--- src/sv/wac_pkg.sv ---
// shared types and constants of the wide accumulator with decimal readout
package wac_pkg;

  localparam int VALUE_BYTES  = 8;
  localparam int GROUP_DIGITS = 16;
  // t / 10 as (t * RECIP10) >> 16, exact for t below 2560
  localparam logic [12:0] RECIP10 = 13'd6554;

  typedef enum logic [1:0] {
    FUNC_CLEAR = 2'd0,
    FUNC_ADD   = 2'd1,
    FUNC_SUB   = 2'd2,
    FUNC_READ  = 2'd3
  } func_t;

  typedef enum logic [1:0] {
    ALU_ADD,
    ALU_SUB,
    ALU_DEC
  } alu_op_t;

  typedef struct packed {
    logic [7:0] sum;
    logic       cout;
    logic [3:0] rem;
    logic [7:0] quo;
  } alu_res_t;

  typedef enum logic [3:0] {
    S_IDLE,
    S_ADD_RD,
    S_ADD_WR,
    S_ACC_RD,
    S_ACC_WAIT,
    S_DIG_RD,
    S_DIG_WR,
    S_APPEND,
    S_FIN,
    S_OUT_RD,
    S_OUT_COL,
    S_SEND
  } state_t;

endpackage

--- src/sv/wac_alu.sv ---
// shared byte adder/subtractor and multiply-by-256-plus-carry divide-by-ten unit
module wac_alu
  import wac_pkg::*;
(
  input  alu_op_t    op,
  input  logic [7:0] a,
  input  logic [7:0] b,
  input  logic       cin,
  input  logic [3:0] dig,
  input  logic [7:0] cdec,
  output alu_res_t   res
);

  logic [8:0]  sum9;
  logic [11:0] t;
  logic [24:0] prod;
  logic [7:0]  q;
  logic [11:0] qx10;

  always_comb begin
    unique case (op)
      ALU_SUB: sum9 = {1'b0, a} - {1'b0, b} - {8'd0, cin};
      ALU_ADD: sum9 = {1'b0, a} + {1'b0, b} + {8'd0, cin};
      default: sum9 = '0;
    endcase
  end

  // digit * 256 + carry, then split into quotient and remainder by ten
  assign t    = {dig, cdec};
  assign prod = {13'd0, t} * {12'd0, RECIP10};
  assign q    = prod[23:16];
  assign qx10 = {4'd0, q} * 12'd10;

  always_comb begin
    res.sum  = sum9[7:0];
    res.cout = sum9[8];
    res.quo  = q;
    res.rem  = 4'(t - qx10);
  end

endmodule

--- config.mk ---
export PLATFORM = sky130hd
export DESIGN_NAME = wac_alu
export DESIGN_NICKNAME = d
export VERILOG_FILES = /design/src/sv/wac_pkg.sv /design/src/sv/wac_alu.sv
export SDC_FILE = /design/constraint.sdc
export NUM_CORES = 1
export LEC_CHECK = 0
export BUFFER_PORTS_ARGS = -buffer_cell sky130_fd_sc_hd__buf_2
export CORE_MARGIN = 3
export CORE_UTILIZATION = 50
export DETAILED_ROUTE_END_ITERATION = 10
export PLACE_DENSITY = 0.72
export SLEW_MARGIN = 20
export SYNTH_ARGS = -nofsm -noshare
export SYNTH_HDL_FRONTEND = slang
export SYNTH_SLANG_ARGS = --single-unit
--- constraint.sdc ---
create_clock -name vclk -period 16.25
set_clock_uncertainty 0.2 [all_clocks]
set_input_delay 1.625 -clock vclk [all_inputs]
set_output_delay 1.625 -clock vclk [all_outputs]
set_load 0.03 [all_outputs]
== Word-level counts from Yosys, hierarchy flattened ==
Cells that the tools add are included.
Storage, ports and cells
  logic and storage cells: 10
  bits in registers: 0
  output and inout port bits: 21
  bits of input ports: 31
Cells by class
  equal/unequal tests: 1
  reductions and logical operators: 1
  mux-type cells: 1
  add/subtract/negate cells: 5
  multipliers: 2
Operators by type and width (number)
  $mul 12x12->23 const B: 1
  $pmux 9 s2: 1
  $add 8x8->9: 1
  $add 9x1->9: 1
  $sub 8x8->9: 1
  $sub 9x1->9: 1
  $mul 8x3->3 const B: 1
  $sub 4x4->4: 1
  $eq 2x1->1 const B: 1
  $logic_not 2->1: 1

== Depth between registers and ports, before layout ==
Gate-level depths: netlist (run 1).
  depth after elaboration: 3
  depth in mapped cells: 20

== Worst setup path after synthesis (run 1) ==
No wires, ideal clock.
  path kind: in2out
  start: input port dig[0]
  end: output port res[11] (netlist name)
  setup slack: 7359 ps
  path buffers: 0
  arrival time: 7066 ps
  stages: 20
  path through: ha_1 > inv_1 > fa_1 > fa_1 > inv_1 > fa_1 > inv_1 > fa_1 > inv_1 > ha_1 > nand3_1 > a211oi_1 > nand2_1 > a21boi_0 > nor2_1 > xnor2_1 > fa_1 > xor2_1 > xnor2_1 > xnor2_1
RTL lines
  from (decl): line wac_alu.sv:9  | input logic [3:0] dig,
  to (decl): line wac_alu.sv:11  | output alu_res_t res

==> metrics, run 1 <==
status completed; Avg Cell Area, Syn 8.89 um^2; Mapped Nets 555; wire per inst 12.5 um; Port Buffers 52; CLK BUF 0; Reg area 0 um^2; Pwr per Cell Area 180 nW/um^2; die area 7740 um^2; Syn-to-layout area delta 10.2%; Setup violations, final 0; Post-CTS Hold Buffers 0; Final ANT Viol Nets 0; max layer used met4; FP Rows 29; Core ar. 6420 um^2; WP data arrival 7.03 ns; post-cts resize count 0; Final Hold Fails 0; Worst-Margin Slew 0.344 ns; yosys warns 0; CP Class input port to primary output; DRC viols 0; wire length on met3 163 um; met1 wire length 2950 um; CP max FO 5; CP Launch Type input port; starting density of the core 52.3%; metal2 WL 3140 um; NumNets Final 606; ANT cells 0; Max-slew headroom 76.9%; proportion of layout cells with a drive suffix above 1 13.6%; vias per cell 5.07; CP Capture Type primary output; Yosys cell types 37; largest net degree at the start of global routing 17; Pleak 2.16 nW; vias in the first global route 2616; Post-Syn Instances 378; via count 2555; die span in x 88.0 um; post-route clock period utilization 54.5%; # IOs 52; total grt overflow 0; first-pass GRT wire length 11200 um; RSZ-0062 raised after global routing no; Final Power 667 uW; maximum clock rate 113 MHz; hpwl dp 5980 um; post-CTS setup buffer count 0; 1st-pass router iterations 4; initial antenna violation count 0; WP data required 14.42 ns; FF+latch count 0; Hold WC Path Type input port to primary output; Pins Over Slew Limit 0; Initial DRC Count 49; Mapped Area 3360 um^2; worst vdd ir 562 uV; GPL Wtd Cong 0.949; setup TNS 0 ns; WL final 6280 um; Seq/Total Area, Yosys 0%; max_cap viols 0; Die H 88.0 um; Total Routing Usage GR 17.6%; fin crit period 8.85 ns
[final timing paths]
kind,from,cells past startpoint,end
min,cdec[0],2,res[8]
max,cdec[7],22,res[11]
[per-layer routing]
metal | GRT usage [%] | vias to the layer above
li1 | - | 1318
met1 | 24.1 | 1196
met2 | 32.5 | 37
met3 | 0.470 | 4
met4 | 0.697 | 0
met5 | 0 | -
[where the power goes]
part / switching, mW / internal, mW / total [mW]
Sequential: 0 / 0 / 0
Combinational: 0.429 / 0.238 / 0.667
Clock: 0 / 0 / 0
[worst max-delay path, cell delays in order]
cell	delay, ns
buf_2	0.15
ha_1	0.28
inv_1	0.08
fa_1	0.54
inv_1	0.05
fa_1	0.50
fa_1	0.55
inv_1	0.05
fa_1	0.53
inv_1	0.04
ha_1	0.29
nand3_1	0.13
a211oi_1	0.32
nand2_1	0.19
a21boi_0	0.34
nor2_1	0.09
xnor2_1	0.17
fa_1	0.41
xor2_1	0.16
xnor2_1	0.17
xnor2_1	0.14
buf_2	0.22
[placed cells by master, fill, tap and decap left out, drive strengths merged]
| cell type | Yosys | routed |
|---|---|---|
| ha | 105 | 105 |
| inv | 103 | 103 |
| buf | 2 | 52 |
| fa | 41 | 41 |
| xnor2 | 19 | 19 |
| a21oi | 14 | 14 |
| nor2 | 12 | 12 |
| o21ai | 12 | 12 |
| nand2 | 11 | 11 |
| a211oi | 9 | 9 |
| xor2 | 9 | 9 |
| nor3 | 6 | 6 |
| nand3 | 4 | 4 |
| a21o | 4 | 4 |
| o21bai | 4 | 4 |
| nor2b | 3 | 3 |
| and2 | 2 | 2 |
| a21boi | 2 | 2 |
| and3 | 2 | 2 |
| o221ai | 1 | 1 |
| nand4 | 1 | 1 |
| and4 | 1 | 1 |
| a32oi | 1 | 1 |
| or2 | 1 | 1 |
| a311o | 1 | 1 |
| a211o | 1 | 1 |
| a2bb2oi | 1 | 1 |
| nand2b | 1 | 1 |
| nand3b | 1 | 1 |
| nand4b | 1 | 1 |
| a311oi | 1 | 1 |
| o22ai | 1 | 1 |
[through the flow]
step | setup WS [ns] | std cells | util [%] | instance area [um^2] | hold WS, ns
after floorplan | 7.36 | 378 | - | 3360 | 3.18
after global placement | 7.54 | 504 | 57.6 | 3700 | 3.39
after detailed placement | 7.44 | 504 | 57.6 | 3700 | 3.39
after CTS | 7.39 | 504 | 57.6 | 3700 | 3.40
after global routing | 7.02 | 504 | 57.6 | 3700 | 3.41
final | 7.40 | 504 | 57.6 | 3700 | 3.40
[synthesized netlist by cell type, drive strengths merged (2+ instances only)]
master,count,area (um^2)
nor2,12,45.0
nand2,11,41.3
xnor2,19,166
buf,2,11.3
and2,2,12.5
o21ai,12,63.8
o21bai,4,30.0
a21oi,14,77.6
xor2,9,78.8
a21o,4,30.0
and3,2,12.5
inv,103,387
nor2b,3,18.8
a211oi,9,67.6
a21boi,2,15.0
nand3,4,20.0
ha,105,1310
nor3,6,30.0
fa,41,821
[logic make-up (layout without fill, tap and decap cells)]
kind of cell    count (synthesis)  in the layout  share of synthesized area (%)
compound gates                 52             52                           10.5
xor+xnor                       28             28                           7.30
fa+ha+maj                     146            146                           63.5
buf+inv                       106            155                           12.0
simple gates                   46             46                           6.70
[area by class of cell]
class / instances / area, um^2
Multi-Input combinational cell: 272 / 2960
Fill cell: 610 / 2720
Inverter: 103 / 387
Timing Repair Buffer: 52 / 260
Tap cell: 77 / 96.3
No activity file was read; power rests on OpenSTA's default activity.
==> run 2, diff against run 1 <==
- ABC_AREA: not set -> 1
- PLACE_DENSITY: 0.72 -> 0.71
- clock period: 16.25 -> 8.4 ns (I/O delays scaled with it)
==> metrics, run 2 <==
status completed (unchanged); 1st-pass router iterations 4 (unchanged); Syn-to-layout area delta 9.66% (was 10.2%); Yosys cell types 34 (was 37); maximum clock rate 145 MHz; wire per inst 11.9 um (was 12.5 um); Setup violations, final 0 (unchanged); vias per cell 4.95 (was 5.07); Hold WC Path Type input port to primary output (unchanged); die span in x 94.3 um (was 88.0 um); Mapped Area 3900 um^2 (was 3360 um^2); Final ANT Viol Nets 0 (unchanged); proportion of layout cells with a drive suffix above 1 13.1% (was 13.6%); CP Capture Type primary output (unchanged); slowest stage delay, CP 0.55 ns (about the same); Total Routing Usage GR 19.7% (was 17.6%); Initial DRC Count 87 (was 49); CP Class input port to primary output (unchanged); yosys warns 0 (unchanged); Post-Synth Simple-Gate Area 19.2% (was 6.70%); compound-gate portion of the synthesized area 9.88% (was 10.5%); Post-Synth Adder-Cell Area 54.7% (was 63.5%); Reg area 0 um^2 (unchanged); pre-CTS setup slack 1.51 ns (was 7.44 ns); total grt overflow 0 (unchanged); most frequent cells in the layout inv_1, ha_1, nand2_1, buf_2, fa_1 (was ha_1, inv_1, buf_2, fa_1, xnor2_1); hold endpoint res[8] (unchanged); Worst Path Buf+Inv 9 (was 6); Seq/Total Area, Yosys 0% (unchanged); hpwl dp 7580 um (was 5980 um); Worst path slowest cell fa_1 (unchanged); WP data arrival 5.87 ns (was 7.03 ns); vias in the first global route 3386 (was 2616); Crit path top cell by count inv_1 (was fa_1); starting density of the core 52.6% (was 52.3%); # IOs 52 (unchanged); FF+latch count 0 (unchanged); max_cap viols 0 (unchanged); commonest non-fill, non-tap cell in the layout inv_1 (was ha_1); Post-CTS Hold Buffers 0 (unchanged); Post-Syn Instances 531 (was 378); Pleak 2.68 nW (was 2.16 nW); Final Hold Fails 0 (unchanged); post-synthesis mux area share 0% (unchanged); post-synth top area cell ha_1 (unchanged); GPL Wtd Cong 0.937 (was 0.949); CP max FO 5 (unchanged); post-synth top area share 33.7% (was 39.1%); Core ar. 7410 um^2 (was 6420 um^2); Synth area leaders ha_1, fa_1, inv_1, nand2_1, a21oi_1 (was ha_1, fa_1, inv_1, xnor2_1, xor2_1); crit-path leading delay family adder cells (unchanged); Worst-Margin Slew 0.522 ns (was 0.344 ns); setup TNS 0 ns (unchanged); count leader, synth inv_1 (was ha_1); first-pass GRT wire length 14600 um (was 11200 um); post-route clock period utilization 82.2%; fin crit period 6.91 ns; Avg Cell Area, Syn 7.34 um^2 (was 8.89 um^2); largest net degree at the start of global routing 10 (was 17); post-cts resize count 0 (unchanged); Die H 94.3 um (was 88.0 um); initial antenna violation count 0 (unchanged); Port Buffers 52 (unchanged); fillers 717 (was 610); die area 8890 um^2 (was 7740 um^2); Synth top cells by count inv_1, ha_1, nand2_1, fa_1, a21oi_1 (was ha_1, inv_1, fa_1, xnor2_1); FP Rows 31 (was 29); Pins Over Slew Limit 0 (unchanged); post-CTS setup buffer count 0 (unchanged); Worst Hold Depth 2 (unchanged); RSZ-0062 raised after global routing no (unchanged); Hold Path Origin cdec[0] (unchanged); worst vdd ir 772 uV (was 562 uV); Post-Synth XOR/XNOR Area 1.80% (was 7.30%); combinational family with the most area after synthesis adder cells (unchanged); NumNets Final 761 (was 606); Max-slew headroom 65.1% (was 76.9%); via count 3372 (was 2555); setup ws final 1.49 ns (was 7.40 ns); CLK BUF 0 (unchanged); WL final 8130 um (was 6280 um); Mapped Nets 708 (was 555); DRC viols 0 (unchanged); CP Launch Type input port (unchanged); ANT cells 0 (unchanged); WP data required 7.36 ns (was 14.42 ns); Pwr per Cell Area 355 nW/um^2 (was 180 nW/um^2)
[run 2: cell types whose count changed after synthesis, moves of 4 or more]
cell      previous run  this run
nand2_1             11        93
inv_1              103       145
xnor2_1             19         3
nand3_1              4        19
a21oi_1             12        22
a211oi_1             9         0
nand2_2              0         9
nand4_1              1        10
nor2_1              12        20
o21ai_0              8        15
nor3_1               6         2
xor2_1               9         5
[run 2: metal layers]
metal / vias up / GRT usage, % / wire, um
met1: 1528 / 27.6 / 3890
met5: - / 0 / 0
met2: 64 / 35.3 / 3920
met4: 0 / 1.32 / 58
li1: 1775 / - / -
met3: 5 / 0.561 / 254
[run 2: worst max path at each step]
stage | end | slack (ns) | startpoint | cells past startpoint
6_report | res[11] | 1.49 | cdec[7] | 27
4_1_cts | res[11] | 1.49 | cdec[7] | 27
3_5_place_dp | res[11] | 1.51 | cdec[7] | 27
3_3_place_gp | res[11] | 1.60 | dig[0] | 27
5_1_grt | res[11] | 1.18 | cdec[3] | 27
2_1_floorplan | res[11] | 1.70 | dig[0] | 25
[run 2: report_power, final]
part	switching [mW]	internal [mW]	total, mW
Sequential	0	0	0
Clock	0	0	0
Combinational	1.01	0.503	1.52
Total	1.01	0.503	1.52
[run 2: cell families (layout without fill, tap and decap cells)]
logic type | count (synthesis) | after routing
AO/OA/AOI/OAI | 64 | 64
XOR/XNOR | 8 | 8
adder cells (fa/ha/maj) | 146 | 146
buffers and inverters | 148 | 199
AND/OR/NAND/NOR | 165 | 165
[run 2: metrics by stage]
stage | utilization, % | total power, mW | instances | instance area (um^2) | hold slack [ns]
global route | 57.7 | 1.70 | 681 | 4280 | 1.85
finish | 57.7 | 1.52 | 681 | 4280 | 1.84
detailed placement | 57.7 | 1.52 | 681 | 4280 | 1.84
floorplan | - | 1.16 | 531 | 3900 | 1.61
CTS | 57.7 | 1.53 | 681 | 4280 | 1.84
global placement | 57.7 | 1.50 | 681 | 4280 | 1.84
[run 2: final cells by class]
type               instances  area (um^2)  area share [%]
repair buffers            52          260            6.09
inverters                147          552            12.9
multi-input cells        383         3340            78.1
well taps                 99          124            2.90
